## src/rtl/fdl_pkg.sv

```systemverilog
// Shared types and constants for the fractional delay / lowpass / gain block.
// Holds payload structs, configuration layout, register indexes and the
// datapath operation codes used between controller and datapath.
package fdl_pkg;

  localparam int DELAY_DEPTH_DEF = 2048;
  localparam int CHANNELS_DEF    = 2;

  localparam int SAMPLE_BITS = 24;
  localparam int SCALE_BITS  = 8;
  localparam int LP_W        = SAMPLE_BITS + SCALE_BITS;
  localparam int COEF_W      = 16;
  localparam int CFG_IDX_W   = 3;

  typedef logic [CFG_IDX_W-1:0] cfg_idx_t;

  localparam cfg_idx_t CFG_BYPASS    = 3'd0;
  localparam cfg_idx_t CFG_DELAY     = 3'd1;
  localparam cfg_idx_t CFG_LP_COEFF  = 3'd2;
  localparam cfg_idx_t CFG_DIST_GAIN = 3'd3;
  localparam cfg_idx_t CFG_OUT_GAIN  = 3'd4;

  localparam logic [COEF_W-1:0] DELAY_RST     = 16'd0;
  localparam logic [COEF_W-1:0] LP_COEFF_RST  = 16'd32768;
  localparam logic [COEF_W-1:0] DIST_GAIN_RST = 16'd32768;
  localparam logic [COEF_W-1:0] OUT_GAIN_RST  = 16'd4096;

  typedef struct packed {
    logic              bypass;
    logic [COEF_W-1:0] delay_amount;
    logic [COEF_W-1:0] lowpass_coeff;
    logic [COEF_W-1:0] distance_gain;
    logic [COEF_W-1:0] output_gain;
  } cfg_t;

  typedef struct packed {
    logic                          channel;
    logic signed [SAMPLE_BITS-1:0] sample_in;
  } in_t;

  typedef struct packed {
    logic signed [SAMPLE_BITS-1:0] sample_out;
    logic                          clipped;
  } out_t;

  typedef enum logic [3:0] {
    OP_NONE,
    OP_LOAD,
    OP_WRITE,
    OP_READ1,
    OP_READ2,
    OP_DIFF,
    OP_MUL_INTERP,
    OP_ERR,
    OP_MUL_LP,
    OP_LP_UPD,
    OP_MUL_DIST,
    OP_ROUND_T,
    OP_MUL_OUT,
    OP_FINISH,
    OP_BYPASS
  } op_t;

endpackage

```

## src/rtl/fdl_ctrl.sv

```systemverilog
// Controller: sequences one sample through the datapath, one operation a cycle
// unless output is full, owns in_ready/out_valid handshake. Depends on fdl_pkg.
module fdl_ctrl (
  input  logic         clk,
  input  logic         rst_n,
  input  logic         bypass,
  input  logic         in_valid,
  output logic         in_ready,
  output logic         out_valid,
  input  logic         out_ready,
  output fdl_pkg::op_t op
);
  import fdl_pkg::*;

  typedef enum logic [3:0] {
    S_IDLE,
    S_WRITE,
    S_READ1,
    S_READ2,
    S_DIFF,
    S_MUL_INTERP,
    S_ERR,
    S_MUL_LP,
    S_LP_UPD,
    S_MUL_DIST,
    S_ROUND_T,
    S_MUL_OUT,
    S_FINISH,
    S_BYPASS
  } state_t;

  state_t state_r;
  state_t state_nxt;
  logic   out_valid_r;
  logic   out_valid_nxt;
  logic   slot_free;

  assign slot_free = !out_valid_r || out_ready;

  always_comb begin
    state_nxt     = state_r;
    op            = OP_NONE;
    out_valid_nxt = out_valid_r && !out_ready;
    unique case (state_r)
      S_IDLE: begin
        if (in_valid) begin
          op        = OP_LOAD;
          state_nxt = bypass ? S_BYPASS : S_WRITE;
        end
      end
      S_WRITE: begin
        op        = OP_WRITE;
        state_nxt = S_READ1;
      end
      S_READ1: begin
        op        = OP_READ1;
        state_nxt = S_READ2;
      end
      S_READ2: begin
        op        = OP_READ2;
        state_nxt = S_DIFF;
      end
      S_DIFF: begin
        op        = OP_DIFF;
        state_nxt = S_MUL_INTERP;
      end
      S_MUL_INTERP: begin
        op        = OP_MUL_INTERP;
        state_nxt = S_ERR;
      end
      S_ERR: begin
        op        = OP_ERR;
        state_nxt = S_MUL_LP;
      end
      S_MUL_LP: begin
        op        = OP_MUL_LP;
        state_nxt = S_LP_UPD;
      end
      S_LP_UPD: begin
        op        = OP_LP_UPD;
        state_nxt = S_MUL_DIST;
      end
      S_MUL_DIST: begin
        op        = OP_MUL_DIST;
        state_nxt = S_ROUND_T;
      end
      S_ROUND_T: begin
        op        = OP_ROUND_T;
        state_nxt = S_MUL_OUT;
      end
      S_MUL_OUT: begin
        op        = OP_MUL_OUT;
        state_nxt = S_FINISH;
      end
      S_FINISH: begin
        if (slot_free) begin
          op            = OP_FINISH;
          out_valid_nxt = 1'b1;
          state_nxt     = S_IDLE;
        end
      end
      S_BYPASS: begin
        if (slot_free) begin
          op            = OP_BYPASS;
          out_valid_nxt = 1'b1;
          state_nxt     = S_IDLE;
        end
      end
      default: state_nxt = S_IDLE;
    endcase
  end

  always_ff @(posedge clk) begin
    if (!rst_n) begin
      state_r     <= S_IDLE;
      out_valid_r <= 1'b0;
    end else begin
      state_r     <= state_nxt;
      out_valid_r <= out_valid_nxt;
    end
  end

  assign in_ready  = (state_r == S_IDLE);
  assign out_valid = out_valid_r;

endmodule

```

## config.mk

```make
export PLATFORM = sky130hd
export DESIGN_NAME = fdl_ctrl
export DESIGN_NICKNAME = d
export VERILOG_FILES = /design/src/rtl/fdl_pkg.sv /design/src/rtl/fdl_ctrl.sv
export SDC_FILE = /design/constraint.sdc
export NUM_CORES = 1
export LEC_CHECK = 0
export BUFFER_PORTS_ARGS = -buffer_cell sky130_fd_sc_hd__clkbuf_2
export CORE_AREA = 2 2 39 41
export CTS_CLUSTER_DIAMETER = 50
export DETAILED_ROUTE_END_ITERATION = 10
export DIE_AREA = 0 0 41 43
export PLACE_DENSITY = 0.6
export SLEW_MARGIN = 15
export SYNTH_ARGS = -nofsm -noshare
export SYNTH_HDL_FRONTEND = slang
export SYNTH_SLANG_ARGS = --single-unit
export TNS_END_PERCENT = 50
```

## constraint.sdc

```tcl
create_clock -name clk -period 1.55 [get_ports clk]
set_clock_uncertainty 0.05 [all_clocks]
set_input_delay 0.155 -clock clk [delete_from_list [all_inputs] [get_ports clk]]
set_output_delay 0.155 -clock clk [all_outputs]
set_load 0.005 [all_outputs]
```

### Yosys cells after proc, flatten, opt, wreduce, memory -nomap -nowiden

Cells that the tools add are included.

* register bits after elaboration: 5
* input port bits: 5

* equal/unequal tests: 15
* muxes and demuxes: 10
* reductions and logical operators: 7

Operators with widths (number)
* 4-bit case mux with 14 select lines: 1
* 4-bit case mux with 13 select lines: 1
* 4-bit == test (second input constant): 6
* 4-bit 2-to-1 mux: 5
* 4-bit by 3-bit == test with 1-bit output (second input constant): 4
* 4-bit by 2-bit == test with 1-bit output (second input constant): 2
* 4-bit by 1-bit == test with 1-bit output (second input constant): 1
* 4-bit zero test: 1
* 1-bit 2-to-1 mux: 3
* 1-bit zero test: 2
* 2-bit by 1-bit != test with 1-bit output (second input constant): 1
* 2-bit != test (second input constant): 1
* 2-bit AND reduction: 1
* 2-bit OR reduction: 1
* 1-bit logical AND: 1
* 1-bit logical OR: 1

### Logic depth before layout (Yosys ltp)

* depth in word-level cells: 4
* mapped depth: 4
* mapped depth without buffers: 4

### Worst setup path before layout

No wires, ideal clock.

* path type: flip-flop to flip-flop
* start: reg out_valid_r (netlist: out_valid)
* end: reg state_r[3]
* setup time: 119 ps
* arrival: 1101 ps
* required time: 1381 ps
* path slack: 280 ps
* cell stages (with the launch flop): 5
* path buffers: 0
* cells stage by stage: dfxtp_1 > nor2b_1 > nor3b_2 > a211oi_2 > o221a_1

* cells in the longest elaborated chain, start to end: 4

RTL lines
* from (decl): RTL line fdl_ctrl.sv:34 `logic out_valid_r;`
* from (signal assigned): RTL line fdl_ctrl.sv:119 `out_valid_r <= out_valid_nxt;`
* 1-bit zero test: RTL line fdl_ctrl.sv:38 `assign slot_free = !out_valid_r || out_ready;`
* 1-bit logical OR: RTL line fdl_ctrl.sv:38
* 2-bit by 1-bit != test with 1-bit output (no source line)
* 2-bit AND reduction (no source line)
* to (signal assigned): RTL line fdl_ctrl.sv:118 `state_r <= state_nxt;`
* to (decl): RTL line fdl_ctrl.sv:32 `state_t state_r;`

Every way passes these cells.
A chain may end at the register's enable or synchronous reset.

### Final worst setup path

* start: reg state_r[3]
* end: out op[0]

* cells in the longest elaborated chain, start to end: 2
* elaborated cells on any way between the ends: 15

RTL lines
* 4-bit == test, or another cell as far along: RTL line fdl_ctrl.sv:44 `unique case (state_r)`
* 4-bit case mux with 14 select lines (*): RTL line fdl_ctrl.sv:44
* to (decl): RTL line fdl_ctrl.sv:11 `output fdl_pkg::op_t op`

Every way passes the cells marked *; elsewhere a longest branch is shown, timed or not.

==> metrics.md <==
| Metric | Value |
|---|---|
| Area growth, synth to finish | `39.9%` |
| Final setup violation count | `0` |
| Setup slack at placement | `0.188 ns` |
| Least-Margin Pin Slew | `0.301 ns` |
| GPL Wtd Cong | `0.755` |
| H-Tree Depth | `1` |
| Via-to-Cell Ratio | `4.96` |
| Skew-Pair Late Insertion Delay | `between 0.2 and 0.25 ns` |
| Share of the synthesized area in the top cell type | `between 20% and 30%` |
| Largest net degree at the start of global routing | `11` |
| Clock Sinks | `5` |
| CTS Buf Count | `3` |
| CTS root buffer | `clkbuf_4` |
| Cell Int Power | `573 uW` |
| Initial antenna violation count | `0` |
| FMAX | `685 MHz` |
| Crit path max fanout | `8` |
| Tcrit/Tclk final | `about 94%` |
| NetSw | `379 uW` |
| Average size of a mapped cell | `7.88 sq um` |
| Placed Cells | `between 70 and 80` |
| Clock Path Buffers | `2` |
| Die height | `43 microns` |
| Wirelength per Cell | `10.9 microns` |
| Asr flop ratio synth | `0%` |
| CP peak stage delay | `0.34 ns` |
| Netlist cell types | `26` |
| Max-slew violations | `0` |
| CTS tree | `done` |
| Antenna cells | `0` |
| Full die area | `1760 sq um` |
| Number of post-CTS setup repair buffers | `0` |
| Port Buf Inserts | `10` |
| Overall die width | `41 microns` |
| CP Capture Type | `output port` |
| DRT iter0 DRCs | `5` |
| Gr ovfl total | `0` |
| Sequential fraction of the synthesis area | `27.0%` |
| First-pass GRT wire length | `roughly 1400 microns` |
| Warnings from Yosys | `0` |
| Post-DP HPWL | `662 microns` |
| VDD IR max | `0.575 mV` |
| Crit path DAT | `roughly 1.3 ns` |
| Main synth FF type | `dfxtp_1` |
| Core area | `~1400 sq um` |
| DRT antenna net count | `0` |
| FILL cells | `between 150 and 200` |
| Yosys top cell by area | `dfxtp_1` |
| Post-synthesis cell area | `about 370 sq um` |
| Setup CP Type | `reg -> out` |
| Tightest Hold Check Type | `in -> reg` |
| Leakage | `0.000227 uW` |
| Setup WS post-layout | `0.0908 ns` |
| Tot GR Track Use | `~12%` |
| Startpoint Class | `flip-flop` |
| Final Non-Filler Cells | `just under 80` |
| Register bit total from synthesis | `5` |
| Max Cap Viol | `0` |
| Layout cells sized above 1 | `a little under half` |
| Worst path cell trace | `buf_4 > nor4_2 > nor2_1 > o21a_1 > clkbuf_2` |
| Ranking of synthesized cells by area | `dfxtp_1, nor4_4, o21ai_0` |
| First-pass iteration count of the detailed router | `3` |
| Clock power share | `~16%` |
| Vias in the first global route | `355` |
| Via Count | `392` |
| Final Util | `between 30% and 40%` |
| Syn_nets | `52` |
| RSZ-0062 raised after global routing | `true` |
| Floorplan row count | `14` |
| Starting Density | `26.8%` |
| Final Hold Fails | `0` |
| CTS clk-pin slew, worst paths | `0.04 ns` |
| Setup_tns | `0 ns` |
| Final wirelength | `862 microns` |
| Syn Inst Count | `47` |
| Outcome | `complete, no violations` |
| DRC | `0` |
| Flop pwr share | `28.8%` |
| Nets | `slightly below 70` |
| EDFF count, synth | `0` |
| Pwr dens | `~1800 nW/um^2` |
| Comb pwr share | `55.3%` |
| WP data required | `1.34 ns` |
| FF-to-FF setup slack | `0.18 ns` |
| Slowest cell on crit path | `dfxtp_2` |
| Hold Buf Count CTS | `0` |
| Post-layout minimum cycle time | `1.46 ns` |
| I/O pin count | `11` |
| Slew headroom | `79.8%` |
| Switching Share | `39.8%` |
==> state kept, by name, indices dropped and copies added, names as in the netlist <==
register,flops
state_r,4
out_valid,1
==> final timing paths <==
kind | start | endpoint | depth (start not counted)
setup reg to reg | state_r[0] | state_r[3] | 4
hold / removal | rst_n | out_valid | 2
hold reg to reg | state_r[3] | state_r[3] | 1
setup / recovery | state_r[3] | op[0] | 5
==> logic make-up (layout without fill, tap and decap cells) <==
kind of cell | Yosys count | count (layout) | synth area share [%]
AOI/OAI and AO/OA | 16 | 16 | 31.8
xor gates and xnor gates | 1 | 1 | 2.37
buffers and inverters | 6 | 22 | 7.09
DFF | 5 | 5 | 27.0
and+or+nand+nor | 19 | 19 | 31.8
==> placed cells by master (no fill, tap or decap), drive strengths merged, types with 2 or more instances in the layout <==
master  instances
a21oi           2
nor2            4
buf             7
inv             2
nor4            2
o21a            2
nand2           5
nor2b           3
clkbuf         13
dfxtp           5
o21ai           4
==> power by group through the flow <==
stage          combinational [uW]  clock [uW]  sequential, uW
2_1_floorplan                 374           0             219
3_3_place_gp                  512           0             257
3_5_place_dp                  511           0             259
4_1_cts                       514         159             259
5_1_grt                       592         172             287
6_report                      526         152             274
==> metrics by stage <==
step	total power [uW]	area [sq um]	hold WS, ns
after global placement	769	467	0.385
after CTS	932	494	0.127
after detailed placement	770	467	0.385
final	952	518	0.125
after global routing	1050	518	0.113
after floorplan	593	370	0.223
==> cells in the mapped netlist (2+ instances only) <==
cell     count
dfxtp_1      5
nor2_1       4
nand2_1      5
nor2b_1      3
o21a_1       2
a21oi_1      2
o21ai_0      4
inv_1        2
buf_2        3
==> layout make-up <==
cell class                      count  area, sq um  area share (%)
Clock buffer                        4         26.3            5.07
Inverter                            2         7.51            1.45
Multi-Input combinational cell     36          262            50.5
Sequential cell                     5          108            20.8
Tap cell                           16         20.0            3.86
Timing Repair Buffer               16         95.1            18.4
==> per-layer routing <==
| metal | GRT usage [%] | wire length (microns) | vias to the layer above |
|---|---|---|---|
| li1 | - | - | 202 |
| met1 | 15.4 | 401 | 181 |
| met2 | 16.9 | 421 | 9 |
| met3 | 7.85 | 38 | 0 |
| met4 | 4.00 | 0 | 0 |
| met5 | 0 | 0 | - |
==> worst max-delay path, delay by kind of cell, from the launching register on <==
family                 cells  cell delay, ns
AO/OA/AOI/OAI              1            0.10
buffers and inverters      2            0.27
flip-flops                 1            0.34
AND/OR/NAND/NOR            2            0.29
==> repair_timing <==
action,4_1_cts,5_1_grt
endpoints found under the hold margin,0,0
gates resized for setup,1,12
setup endpoints to repair,1,4
(Power assumes the default switching activity.)
